### src/rtl/core/assert_macros.svh
// Assertion macros used by the scope boundary table back end.
// Each macro expects a clock named clk and a synchronous reset named rst in scope.
`ifndef ASSERT_MACROS_SVH
`define ASSERT_MACROS_SVH

// Expression must hold at every edge out of reset.
`define ASSERT_ALWAYS(label, expr, msg) \
  label: assert property (@(posedge clk) disable iff (rst) (expr)) else $error(msg);

// Consequent must hold in the same cycle as the antecedent.
`define ASSERT_IMPL(label, ante, cons, msg) \
  label: assert property (@(posedge clk) disable iff (rst) (ante) |-> (cons)) else $error(msg);

// Consequent must hold in the cycle after the antecedent.
`define ASSERT_NEXT(label, ante, cons, msg) \
  label: assert property (@(posedge clk) disable iff (rst) (ante) |=> (cons)) else $error(msg);

`endif

### src/rtl/core/msbt_pkg.sv
// Shared types, codes and helpers for the multicast scope boundary table.
// No dependencies; used by the front, queue, back and top-level modules.
package msbt_pkg;

  localparam int ZONE_ENTRIES_DEF = 16;
  localparam int VIF_COUNT_DEF    = 32;

  typedef enum logic [2:0] {
    OP_ADD      = 3'd0,
    OP_DEL      = 3'd1,
    OP_ADDR_Q   = 3'd2,
    OP_ZONE_Q   = 3'd3,
    OP_BORDER_Q = 3'd4
  } op_t;

  typedef enum logic [1:0] {
    ST_IDLE,
    ST_SCAN,
    ST_DRAIN,
    ST_APPLY
  } state_t;

  // Normalized request as it travels from front to back.
  typedef struct packed {
    op_t         op;
    logic [31:0] addr;
    logic [31:0] pfx;
    logic [5:0]  len;
    logic [15:0] vif;
    logic        vif_ok;
    logic        scoped;
  } req_t;

  // Network mask with the top len bits set; len is at most 32.
  function automatic logic [31:0] len_mask(input logic [5:0] len);
    logic [31:0] ones;
    ones = '1;
    if (len == 6'd0) begin
      len_mask = '0;
    end else begin
      len_mask = ones << (6'd32 - len);
    end
  endfunction

endpackage

### src/rtl/core/msbt_front.sv
// Front end: takes requests off the input stream and normalizes them.
// Depends on msbt_pkg; feeds msbt_queue.
module msbt_front #(
  parameter int VIF_COUNT = msbt_pkg::VIF_COUNT_DEF
) (
  input  logic             rst,
  input  logic             s_axis_tvalid,
  output logic             s_axis_tready,
  input  logic [55:0]      s_axis_tdata,
  input  logic [2:0]       s_axis_tuser,
  input  logic             q_ready,
  output logic             q_push,
  output msbt_pkg::req_t   q_data
);

  logic [5:0]  raw_len;
  logic [5:0]  sat_len;
  logic [31:0] addr;
  logic [15:0] vif;

  assign addr    = s_axis_tdata[31:0];
  assign raw_len = s_axis_tdata[37:32];
  assign vif     = s_axis_tdata[53:38];
  assign sat_len = (raw_len > 6'd32) ? 6'd32 : raw_len;

  assign s_axis_tready = q_ready;
  assign q_push        = s_axis_tvalid & q_ready & ~rst;

  always_comb begin
    q_data        = '0;
    q_data.op     = msbt_pkg::op_t'(s_axis_tuser);
    q_data.addr   = addr;
    q_data.len    = sat_len;
    q_data.pfx    = addr & msbt_pkg::len_mask(sat_len);
    q_data.vif    = vif;
    // interfaces beyond the mask width never match
    q_data.vif_ok = (vif < 16'(VIF_COUNT));
    q_data.scoped = s_axis_tdata[54];
  end

endmodule

### src/rtl/core/msbt_queue.sv
// Two-entry request queue between the front end and the table scanner.
// Depends on msbt_pkg for the request type.
module msbt_queue (
  input  logic             clk,
  input  logic             rst,
  input  logic             push,
  input  msbt_pkg::req_t   push_data,
  output logic             push_ready,
  input  logic             pop,
  output logic             pop_valid,
  output msbt_pkg::req_t   pop_data
);

  msbt_pkg::req_t slots [2];
  logic           wr_ptr;
  logic           rd_ptr;
  logic [1:0]     count;

  assign push_ready = (count != 2'd2);
  assign pop_valid  = (count != 2'd0);
  assign pop_data   = slots[rd_ptr];

  always_ff @(posedge clk) begin
    if (push) begin
      slots[wr_ptr] <= push_data;
    end
  end

  always_ff @(posedge clk) begin
    if (rst) begin
      wr_ptr <= 1'b0;
      rd_ptr <= 1'b0;
      count  <= 2'd0;
    end else begin
      if (push) begin
        wr_ptr <= ~wr_ptr;
      end
      if (pop) begin
        rd_ptr <= ~rd_ptr;
      end
      case ({push, pop})
        2'b10:   count <= count + 2'd1;
        2'b01:   count <= count - 2'd1;
        default: count <= count;
      endcase
    end
  end

endmodule

### src/rtl/core/msbt_back.sv
// Back end: zone table storage, one-entry-per-cycle scan, update and result register.
// Depends on msbt_pkg and assert_macros.svh; pops requests from msbt_queue.
`include "assert_macros.svh"

module msbt_back #(
  parameter int ZONE_ENTRIES = msbt_pkg::ZONE_ENTRIES_DEF,
  parameter int VIF_COUNT    = msbt_pkg::VIF_COUNT_DEF
) (
  input  logic             clk,
  input  logic             rst,
  input  logic             q_valid,
  input  msbt_pkg::req_t   q_data,
  output logic             q_pop,
  output logic             m_axis_tvalid,
  input  logic             m_axis_tready,
  output logic [7:0]       m_axis_tdata
);

  localparam int IW     = (ZONE_ENTRIES > 1) ? $clog2(ZONE_ENTRIES) : 1;
  localparam int VIF_IW = (VIF_COUNT > 1) ? $clog2(VIF_COUNT) : 1;

  // entry storage; prefix, length and mask are only meaningful while valid
  logic [31:0]          mem_pfx  [ZONE_ENTRIES];
  logic [5:0]           mem_len  [ZONE_ENTRIES];
  logic [VIF_COUNT-1:0] mem_mask [ZONE_ENTRIES];
  logic [ZONE_ENTRIES-1:0] entry_valid;

  msbt_pkg::state_t state;
  msbt_pkg::state_t state_next;
  msbt_pkg::req_t   cur;

  logic [IW-1:0]        idx;
  logic [IW-1:0]        eval_idx;
  logic                 rd_vld;
  logic                 rd_ent_vld;
  logic [31:0]          rd_pfx;
  logic [5:0]           rd_len;
  logic [VIF_COUNT-1:0] rd_mask;

  logic                 acc_ans;
  logic                 hit_fnd;
  logic [IW-1:0]        hit_idx;
  logic [VIF_COUNT-1:0] hit_mask;
  logic                 free_fnd;
  logic [IW-1:0]        free_idx;

  logic                 out_valid;
  logic                 out_answer;
  logic                 out_full;

  logic                 load;
  logic                 out_free;
  logic                 e_hit;
  logic                 e_mbit;
  logic                 e_ans;
  logic [5:0]           shorter;
  logic [VIF_COUNT-1:0] bitvec;
  logic                 wr_en;
  logic [IW-1:0]        wr_idx;
  logic [VIF_COUNT-1:0] wr_mask;
  logic                 set_valid;
  logic                 clr_valid;
  logic                 add_full;

  assign out_free      = ~out_valid | m_axis_tready;
  assign m_axis_tvalid = out_valid;
  assign m_axis_tdata  = {6'd0, out_full, out_answer};

  // per-entry test on the registered read data
  always_comb begin
    e_hit   = rd_ent_vld && (rd_pfx == cur.pfx) && (rd_len == cur.len);
    e_mbit  = cur.vif_ok && rd_mask[cur.vif[VIF_IW-1:0]];
    shorter = (rd_len < cur.len) ? rd_len : cur.len;
    case (cur.op)
      msbt_pkg::OP_ADDR_Q:
        e_ans = ((cur.addr & msbt_pkg::len_mask(rd_len)) == rd_pfx) && e_mbit;
      msbt_pkg::OP_ZONE_Q:
        e_ans = cur.scoped && e_mbit &&
                (((rd_pfx ^ cur.pfx) & msbt_pkg::len_mask(shorter)) == 32'd0);
      msbt_pkg::OP_BORDER_Q:
        e_ans = (rd_len <= cur.len) &&
                ((cur.pfx & msbt_pkg::len_mask(rd_len)) == rd_pfx);
      default:
        e_ans = 1'b0;
    endcase
    e_ans = e_ans & rd_ent_vld;
  end

  // update decision once the scan is complete
  always_comb begin
    bitvec = '0;
    if (cur.vif_ok) begin
      bitvec[cur.vif[VIF_IW-1:0]] = 1'b1;
    end
    wr_en     = 1'b0;
    wr_idx    = hit_idx;
    wr_mask   = hit_mask | bitvec;
    set_valid = 1'b0;
    clr_valid = 1'b0;
    add_full  = 1'b0;
    case (cur.op)
      msbt_pkg::OP_ADD: begin
        if (hit_fnd) begin
          wr_en = 1'b1;
        end else if (cur.vif_ok) begin
          if (free_fnd) begin
            wr_en     = 1'b1;
            wr_idx    = free_idx;
            wr_mask   = bitvec;
            set_valid = 1'b1;
          end else begin
            add_full = 1'b1;
          end
        end
      end
      msbt_pkg::OP_DEL: begin
        if (hit_fnd) begin
          wr_en     = 1'b1;
          wr_mask   = hit_mask & ~bitvec;
          clr_valid = (wr_mask == '0);
        end
      end
      default: begin
        wr_en = 1'b0;
      end
    endcase
  end

  always_comb begin
    state_next = state;
    q_pop      = 1'b0;
    load       = 1'b0;
    case (state)
      msbt_pkg::ST_IDLE: begin
        if (q_valid) begin
          q_pop      = 1'b1;
          state_next = msbt_pkg::ST_SCAN;
        end
      end
      msbt_pkg::ST_SCAN: begin
        if (idx == IW'(ZONE_ENTRIES - 1)) begin
          state_next = msbt_pkg::ST_DRAIN;
        end
      end
      msbt_pkg::ST_DRAIN: begin
        state_next = msbt_pkg::ST_APPLY;
      end
      msbt_pkg::ST_APPLY: begin
        // hold the update until the result register can take it
        if (out_free) begin
          load       = 1'b1;
          state_next = msbt_pkg::ST_IDLE;
        end
      end
      default: begin
        state_next = msbt_pkg::ST_IDLE;
      end
    endcase
  end

  always_ff @(posedge clk) begin
    if (rst) begin
      state <= msbt_pkg::ST_IDLE;
    end else begin
      state <= state_next;
    end
  end

  // memory write and registered read
  always_ff @(posedge clk) begin
    if (load && wr_en) begin
      mem_pfx[wr_idx]  <= cur.pfx;
      mem_len[wr_idx]  <= cur.len;
      mem_mask[wr_idx] <= wr_mask;
    end
    rd_pfx  <= mem_pfx[idx];
    rd_len  <= mem_len[idx];
    rd_mask <= mem_mask[idx];
  end

  always_ff @(posedge clk) begin
    if (rst) begin
      entry_valid <= '0;
      rd_vld      <= 1'b0;
      out_valid   <= 1'b0;
    end else begin
      rd_vld <= (state == msbt_pkg::ST_SCAN);
      if (load && set_valid) begin
        entry_valid[wr_idx] <= 1'b1;
      end
      if (load && clr_valid) begin
        entry_valid[wr_idx] <= 1'b0;
      end
      if (load) begin
        out_valid <= 1'b1;
      end else if (m_axis_tready) begin
        out_valid <= 1'b0;
      end
    end
  end

  // scan bookkeeping
  always_ff @(posedge clk) begin
    rd_ent_vld <= entry_valid[idx];
    eval_idx   <= idx;
    if (q_pop) begin
      cur      <= q_data;
      idx      <= '0;
      acc_ans  <= 1'b0;
      hit_fnd  <= 1'b0;
      free_fnd <= 1'b0;
    end else begin
      if (state == msbt_pkg::ST_SCAN && idx != IW'(ZONE_ENTRIES - 1)) begin
        idx <= idx + IW'(1);
      end
      if (rd_vld) begin
        acc_ans <= acc_ans | e_ans;
        // keep the lowest matching and the lowest free entry
        if (e_hit && !hit_fnd) begin
          hit_fnd  <= 1'b1;
          hit_idx  <= eval_idx;
          hit_mask <= rd_mask;
        end
        if (!rd_ent_vld && !free_fnd) begin
          free_fnd <= 1'b1;
          free_idx <= eval_idx;
        end
      end
    end
    if (load) begin
      out_answer <= acc_ans;
      out_full   <= add_full;
    end
  end

  `ASSERT_IMPL(a_full_no_answer, out_valid && out_full, !out_answer, "full flagged with answer")
  `ASSERT_IMPL(a_read_from_scan, rd_vld, $past(state) == msbt_pkg::ST_SCAN, "read data outside scan")
  `ASSERT_NEXT(a_drain_to_apply, state == msbt_pkg::ST_DRAIN, state == msbt_pkg::ST_APPLY, "drain did not apply")
  `ASSERT_IMPL(a_pop_when_idle, q_pop, state == msbt_pkg::ST_IDLE && q_valid, "pop outside idle")
  `ASSERT_IMPL(a_write_on_apply, load, state == msbt_pkg::ST_APPLY && !rd_vld, "update before scan end")

endmodule

### src/rtl/core/multicast_scope_boundary_table.sv
// Multicast administrative scope boundary table. A request enters through the input stream
// and is normalized and queued (two slots); the back end then reads every zone entry from a
// single-port table memory, one entry per cycle, applies any add or delete, and posts one
// response. The back end takes one request at a time; its time per request is set by that
// scan of the entry memory and by any wait for the output register. The queue holds up to
// two further requests while one is in the back end, and one finished response can wait in
// the output register, so up to four requests are in flight. Opcodes: 0 add, 1 delete,
// 2 address query, 3 zone query, 4 border router query; others answer 0 and change nothing.
// Depends on msbt_pkg, msbt_front, msbt_queue and msbt_back.
module multicast_scope_boundary_table #(
  parameter int ZONE_ENTRIES = msbt_pkg::ZONE_ENTRIES_DEF,
  parameter int VIF_COUNT    = msbt_pkg::VIF_COUNT_DEF
) (
  input  logic        clk,
  input  logic        rst,
  input  logic        s_axis_tvalid,
  output logic        s_axis_tready,
  // prefix_addr[31:0], prefix_len[37:32], vif[53:38], zone_is_scoped[54], zero[55]
  input  logic [55:0] s_axis_tdata,
  // opcode[2:0]
  input  logic [2:0]  s_axis_tuser,
  output logic        m_axis_tvalid,
  input  logic        m_axis_tready,
  // answer[0], table_full[1], zero[7:2]
  output logic [7:0]  m_axis_tdata
);

  logic           push;
  logic           push_ready;
  msbt_pkg::req_t push_data;
  logic           pop;
  logic           pop_valid;
  msbt_pkg::req_t pop_data;

  msbt_front #(
    .VIF_COUNT (VIF_COUNT)
  ) u_front (
    .rst           (rst),
    .s_axis_tvalid (s_axis_tvalid),
    .s_axis_tready (s_axis_tready),
    .s_axis_tdata  (s_axis_tdata),
    .s_axis_tuser  (s_axis_tuser),
    .q_ready       (push_ready),
    .q_push        (push),
    .q_data        (push_data)
  );

  msbt_queue u_queue (
    .clk        (clk),
    .rst        (rst),
    .push       (push),
    .push_data  (push_data),
    .push_ready (push_ready),
    .pop        (pop),
    .pop_valid  (pop_valid),
    .pop_data   (pop_data)
  );

  msbt_back #(
    .ZONE_ENTRIES (ZONE_ENTRIES),
    .VIF_COUNT    (VIF_COUNT)
  ) u_back (
    .clk           (clk),
    .rst           (rst),
    .q_valid       (pop_valid),
    .q_data        (pop_data),
    .q_pop         (pop),
    .m_axis_tvalid (m_axis_tvalid),
    .m_axis_tready (m_axis_tready),
    .m_axis_tdata  (m_axis_tdata)
  );

endmodule

### config.mk
export PLATFORM = sky130hd
export DESIGN_NAME = multicast_scope_boundary_table
export DESIGN_NICKNAME = d
export VERILOG_FILES = /design/src/rtl/core/msbt_pkg.sv /design/src/rtl/core/msbt_front.sv /design/src/rtl/core/msbt_queue.sv /design/src/rtl/core/msbt_back.sv /design/src/rtl/core/multicast_scope_boundary_table.sv
export VERILOG_INCLUDE_DIRS = /design/src /design/src/rtl/core
export SDC_FILE = /design/constraint.sdc
export NUM_CORES = 2
export LEC_CHECK = 0
export BUFFER_PORTS_ARGS = -buffer_cell sky130_fd_sc_hd__buf_2
export CELL_PAD_IN_SITES_DETAIL_PLACEMENT = 1
export CELL_PAD_IN_SITES_GLOBAL_PLACEMENT = 1
export CORE_ASPECT_RATIO = 1.25
export CORE_MARGIN = 2
export CORE_UTILIZATION = 25
export DETAILED_ROUTE_END_ITERATION = 10
export GPL_ROUTABILITY_DRIVEN = 0
export HOLD_SLACK_MARGIN = 0.1
export PLACE_DENSITY_LB_ADDON = 0.1
export SETUP_SLACK_MARGIN = 0.2
export SLEW_MARGIN = 25
export SYNTH_ARGS = -nofsm -noshare
export SYNTH_HDL_FRONTEND = slang
export SYNTH_SLANG_ARGS = --single-unit
### constraint.sdc
create_clock -name clk -period 11.5 [get_ports clk]
set_input_delay 1.15 -clock clk [delete_from_list [all_inputs] [get_ports clk]]
set_output_delay 1.15 -clock clk [all_outputs]
set_load 0.005 [all_outputs]
**Word-level counts from Yosys, hierarchy flattened**

Memories as Yosys holds them, arrays and structs flattened. A register that Yosys moved wholly into a read port is not among the register bits.
Cells that the tools add are included.

- Bits in registers: 78
- Memory bits (writable): 1302
- Input bits: 63
- Output and inout bits: 10
- Word-level logic and storage cells: 171
- Memories: 4

- Add/sub/neg operators: 6
- Order comparisons: 9
- Equal/unequal tests: 19
- Shift-type cells: 3
- Muxes and demuxes: 55
- Bitwise operators: 23
- Reductions and logical operators: 34

Memories:

| name | depth | bits a word | rd ports | clocked after Yosys merged registers in | wr ports | RTL line | RTL |
|---|---|---|---|---|---|---|---|
| u_back.mem_mask | 16 | 32 | 1 | 1 | 1 | msbt_back.sv:25 | `logic [VIF_COUNT-1:0] mem_mask [ZONE_ENTRIES];` |
| u_back.mem_pfx | 16 | 32 | 1 | 1 | 1 | msbt_back.sv:23 | `logic [31:0] mem_pfx [ZONE_ENTRIES];` |
| u_queue.slots | 2 | 91 | 1 | 1 | 1 | msbt_queue.sv:14 | `msbt_pkg::req_t slots [2];` |
| u_back.mem_len | 16 | 6 | 1 | 1 | 1 | msbt_back.sv:24 | `logic [5:0] mem_len [ZONE_ENTRIES];` |

Operators by type and width:

| kind | number |
|---|---|
| $mux 32 | 11 |
| $and 32x32->32 | 5 |
| $eq 32x32->1 | 3 |
| $shl 32x6->32 const A | 3 |
| $logic_not 32->1 | 2 |
| $pmux 32 s2 | 1 |
| $mux 16 | 3 |
| $not 32->32 | 1 |
| $or 32x32->32 | 1 |
| $xor 32x32->32 | 1 |
| $mux 1 | 23 |
| $logic_not 6->1 | 3 |
| $sub 6x6->6 const A | 3 |
| $and 16x16->16 | 1 |
| $lt 16x6->1 const B | 1 |
| $mux 4 | 4 |
| $not 16->16 | 1 |
| $or 16x16->16 | 1 |
| $logic_and 1x1->1 | 15 |
| $mux 6 | 2 |
| $lt 4x5->1 const B | 2 |
| $reduce_and 3->1 | 3 |
| $pmux 2 s4 | 1 |
| $not 1->1 | 7 |
| 35 further kinds | 51 |

**Depth between registers and ports, before layout**

- Depth in word-level cells: 13
- Gate-level depth with buffers: 21
- Gate-level depth less buffers: 18

**By module**

From an unflattened synthesis, not the netlist that was laid out.

- Cells, all modules: 3141
- Area total of the unflattened synthesis: 60979.7 um2

Modules (own cells, without submodules):

| module | instances | cells an instance | area each (um2) | sequential area each (um2) |
|---|---|---|---|---|
| msbt_back | 1 | 2672 | 53173.5 | 39337.7 |
| msbt_queue | 1 | 305 | 6760.2 | 5565.3 |
| msbt_front | 1 | 164 | 1046.0 | 0.0 |

**Worst setup path before layout**

Ideal clock, no wire load.

- Path kind: in2reg
- From: in m_axis_tready
- To: mem u_back.mem_len[0][0] (enable)
- Library setup time: 0.584 ns
- Arrival time: 6.684 ns
- Required time: 10.916 ns
- Setup slack: 4.232 ns
- Stages on the path: 5
- Path buffers: 1
- Path through: nor2b_1 > nor2b_1 > nand3_1 > clkbuf_1 > nor3_1

- Longest elaborated chain between the ends: 6

RTL lines:

| element | RTL line | RTL |
|---|---|---|
| from (decl) | multicast_scope_boundary_table.sv:23 | `input logic m_axis_tready,` |
| $or 1x1->1 | msbt_back.sv:65 | `assign out_free = ~out_valid \| m_axis_tready;` |
| $mux 1 | msbt_back.sv:150 | `if (out_free) begin` |
| $mux 1 | msbt_back.sv:133 | `case (state)` |
| net u_back.load | msbt_back.sv:51 | `logic load;` |
| $logic_and 1x1->1 | msbt_back.sv:171 | `if (load && wr_en) begin` |
| $mux 1 | msbt_back.sv:171 |  |
| $mux 1 (not written as such) | msbt_back.sv:173 | `mem_len[wr_idx] <= cur.len;` |
| to (decl) | msbt_back.sv:24 |  |

The timed path passes the listed nets, and every way through them passes these cells.

**Worst setup path in the final report**

- From: reg, netlist name u_back.cur[21]
- To: reg u_back.acc_ans

- Longest elaborated chain between the ends: 12
- Elaborated cells between the ends (all ways): 15
- Classes of those cells: add/sub (1); order compare (2); shift (1); mux (4); bitwise (3); reduce/logical (4)

RTL lines:

| element | RTL line | RTL |
|---|---|---|
| $lt 6x6->1 | msbt_back.sv:73 | `shorter = (rd_len < cur.len) ? rd_len : cur.len;` |
| $mux 6 | msbt_back.sv:73 |  |
| $sub 6x6->6 | msbt_pkg.sv:41 | `len_mask = ones << (6'd32 - len);` |
| $shl 32x6->32 | msbt_pkg.sv:41 |  |
| $mux 32 | msbt_pkg.sv:38 | `if (len == 6'd0) begin` |
| $mux 32 | msbt_back.sv:74 | `case (cur.op)` |
| $and 32x32->32 | msbt_back.sv:79 | `(((rd_pfx ^ cur.pfx) & msbt_pkg::len_mask(shorter)) == 32'd0);` |
| $logic_not 32->1 | msbt_back.sv:79 |  |
| $logic_and 1x1->1 | msbt_back.sv:78 | `e_ans = cur.scoped && e_mbit &&` |
| $pmux 1 s3 (*) | msbt_back.sv:74 |  |
| $and 1x1->1 (*) | msbt_back.sv:86 | `e_ans = e_ans & rd_ent_vld;` |
| $or 1x1->1 (*) | msbt_back.sv:217 | `acc_ans <= acc_ans \| e_ans;` |
| to (signal assigned) | msbt_back.sv:217 |  |
| to (decl) | msbt_back.sv:40 | `logic acc_ans;` |

Every way passes the cells marked *; elsewhere a longest branch is shown, timed or not. The select of a mux whose other input is x is not followed.
A chain may end at the register's enable or synchronous reset.

==> flow_summary_export.csv <==
group,metric,value,unit
global_routing,grt_pass1_wl,256000,um
final_layout,drive_above_1_share,27.3,%
route,drtIter0Drc,2076,
global_routing,grt_pass1_vias,33270,
final_layout,final_cell_count_no_fill,6423,
critical_path,cp_data_arrival_time,5.81,ns
timing,slew_headroom,29.4,%
yosys,synth_flop_cell,"edfxtp_1",
yosys,yosysWarnings,0,
hold_path,min_from,"u_back.rd_mask[30]",
route,ant_nets,0,
final_layout,final_common_cell,"edfxtp_1",
timing,finalMaxSlewViolations,0,
critical_path,crit_fanout,20,
critical_path,r2r-end,"u_back.acc_ans",
route,drtPass1Iterations,7,
critical_path,required,12.20,ns
floorplanning,die_area,240000,um2
outcome,status,"completed",
cts,postCtsSetupBuffers,0,
final_layout,design_area,69300,um2
yosys,synth_edf_count,1402,
timing,fin_skew,0.0517,ns
cts,cts_resized,0,
job,cap_viol_max_count,0,
route,routed_wl,181000,um
final_layout,final_cell_mix,"edfxtp_1, mux4_2, clkbuf_16",
timing,tns,0,ns
hold_path,holdPathEnd,"u_back.hit_mask[30]",
cts,cts_tree,"yes",
cts,clock_latency,0.83,ns
route,vias_per_cell,4.65,
route,vias,29846,
placement,place_area,63700,um2
route,wl_per_cell,28.2,um
yosys,synth_area,59100,um2
timing,worst_slew_pin_slew,1.06,ns
timing,rsz0062_at_grt,"no",
power_and_ir_drop,peakVddDrop,0.139,mV
cts,clk_pin_slew,0.07,ns
floorplanning,core,235000,um2
cts,cts_hold_buf,0,
floorplanning,boundaryPins,73,
cts,cts_sinks,1508,
floorplanning,start_util,25.1,%
cts,cts_buffer_depth,3,
global_routing,antenna_found_initial,2,
power_and_ir_drop,total_power,16600,uW
floorplanning,rows,199,
floorplanning,die_w,439,um
critical_path,crit_path_end_kind,"flop",
final_layout,area_growth,17.1,%
cts,htree_num_levels,4,
placement,hpwlAfterDp,105000,um
timing,max_freq,196,MHz
critical_path,critPathKind,"reg2reg",
global_routing,grt_usage,15.0,%
critical_path,r2r_cells,15,
timing,period_needed,5.11,ns
cts,cts_root_buffer,"clkbuf_16",
timing,final_hold_viol_count,0,
floorplanning,die_y,548,um
hold_path,hold_class,"reg2reg",
critical_path,reg2reg_slack,6.39,ns
yosys,netlist_instances,2987,
yosys,avgSynthCellArea,19.8,um2
yosys,yosysUniqueCellTypes,74,
final_layout,nets,3250,
placement,dp_slack,6.08,ns
placement,port_buffers,65,
timing,finalCritPeriodShare,44.4,%
power_and_ir_drop,p_leak,0.0214,uW
placement,dp.cells,6107,
global_routing,grt_max_degree,117,
hold_path,whs_path_depth,0,
yosys,async_reset_ff_share,0,%
cts,cts_buffers,169,
timing,setup_viol,0,
timing,setup_ws,6.39,ns
route,drc,0,
yosys,synth-seq-cells,1508,
critical_path,worstReg2RegStart,"u_back.cur[21]",
global_routing,grt-ovfl-total,0,
yosys,ys_seq_area_share,74.8,%
power_and_ir_drop,p_per_area,240,nW/um2
critical_path,startpoint_type,"flop",
[registers in the layout, indices dropped and copies added, names as in the netlist, 2 cells and up]
signal	cells
u_back.rd_mask	32
u_back.free_idx	4
u_back.mem_mask	512
u_back.mem_len	96
u_back.hit_idx	4
u_back.mem_pfx	512
u_back.eval_idx	4
u_back.rd_pfx	32
u_queue.slots	160
u_back.entry_valid	16
u_back.state	2
u_back.hit_mask	32
u_queue.count	2
u_back.rd_len	6
u_back.idx	4
u_back.cur	80
[through the flow]
| stage | hold WS (ns) | util [%] |
|---|---|---|
| floorplan | 0.329 | - |
| global placement | 0.411 | 27.0 |
| detailed placement | 0.415 | 27.1 |
| finish | 0.430 | 29.4 |
| global route | 0.441 | 29.4 |
| CTS | 0.430 | 29.3 |
[per-layer routing]
metal / global-route usage [%] / wire length, um / up-vias
met4: 4.69 / 5140 / 0
li1: - / - / 12648
met3: 2.22 / 5630 / 291
met5: 0 / 0 / -
met1: 18.3 / 75300 / 16291
met2: 27.0 / 95100 / 616
[where the power goes]
group	switching, uW	internal, uW	total [uW]
Combinational	2230	1630	3860
Sequential	790	6690	7480
Clock	2240	3030	5270
[synthesized netlist by cell type, types with 23 or more instances]
| master | number | area (um2) |
|---|---|---|
| a21oi_1 | 72 | 360 |
| buf_1 | 27 | 101 |
| clkbuf_1 | 98 | 368 |
| dfxtp_1 | 106 | 2120 |
| edfxtp_1 | 1402 | 42100 |
| ha_1 | 23 | 288 |
| inv_1 | 60 | 225 |
| mux2_2 | 93 | 1050 |
| mux4_2 | 357 | 8040 |
| nand2_1 | 120 | 450 |
| nand2b_1 | 36 | 225 |
| nand3_1 | 26 | 130 |
| nor2_1 | 94 | 353 |
| nor3_1 | 61 | 305 |
| o21ai_0 | 41 | 205 |
| o22ai_1 | 44 | 275 |
| xor2_1 | 33 | 289 |
[logic make-up (layout without fill, tap and decap cells)]
group | count (synthesis) | after routing | share of synthesized area, %
AND/OR/NAND/NOR | 465 | 465 | 3.99
XOR/XNOR | 50 | 50 | 0.740
flip-flops | 1508 | 1508 | 74.8
AO/OA/AOI/OAI | 280 | 280 | 3.13
buffers and inverters | 203 | 518 | 1.37
adder cells (fa/ha/maj) | 23 | 23 | 0.487
other | 1 | 7 | 0.00634
multiplexers | 457 | 457 | 15.5
[critical path: stages (launching register included)]
cell      delay, ns
edfxtp_1       0.89
inv_1          0.25
ha_1           0.36
and4_1         0.19
o21ai_0        0.13
nand3_1        0.62
a21oi_1        0.49
ha_1           0.39
nor3b_1        0.27
xnor2_1        0.15
mux2_2         0.38
o22ai_1        0.19
nor2_1         0.06
and4_1         0.20
o2111a_1       0.13
a211o_1        0.28
[how the worst max path moves through the flow]
stage,start,to,slack (ns),cells past startpoint
2_1_floorplan,m_axis_tready,u_back.mem_len[0][0],4.23,5
5_1_grt,u_back.cur[21],u_back.acc_ans,6.04,16
6_report,u_back.cur[21],u_back.acc_ans,6.39,15
3_3_place_gp,m_axis_tready,u_back.mem_mask[12][21],6.13,9
4_1_cts,u_back.cur[21],u_back.acc_ans,6.41,15
3_5_place_dp,m_axis_tready,u_back.mem_mask[12][19],6.08,9
[area by class of cell]
| class | instances | area, um2 |
|---|---|---|
| fillers | 23816 | 166000 |
| flip-flops and latches | 1508 | 44200 |
| multi-input cells | 1281 | 14400 |
| clock buffers | 226 | 4590 |
| well taps | 3115 | 3900 |
| repair buffers | 144 | 1060 |
| clock inverters | 88 | 793 |
| inverters | 60 | 228 |
| diodes | 1 | 2.50 |
No activity file was read; power rests on OpenSTA's default activity.
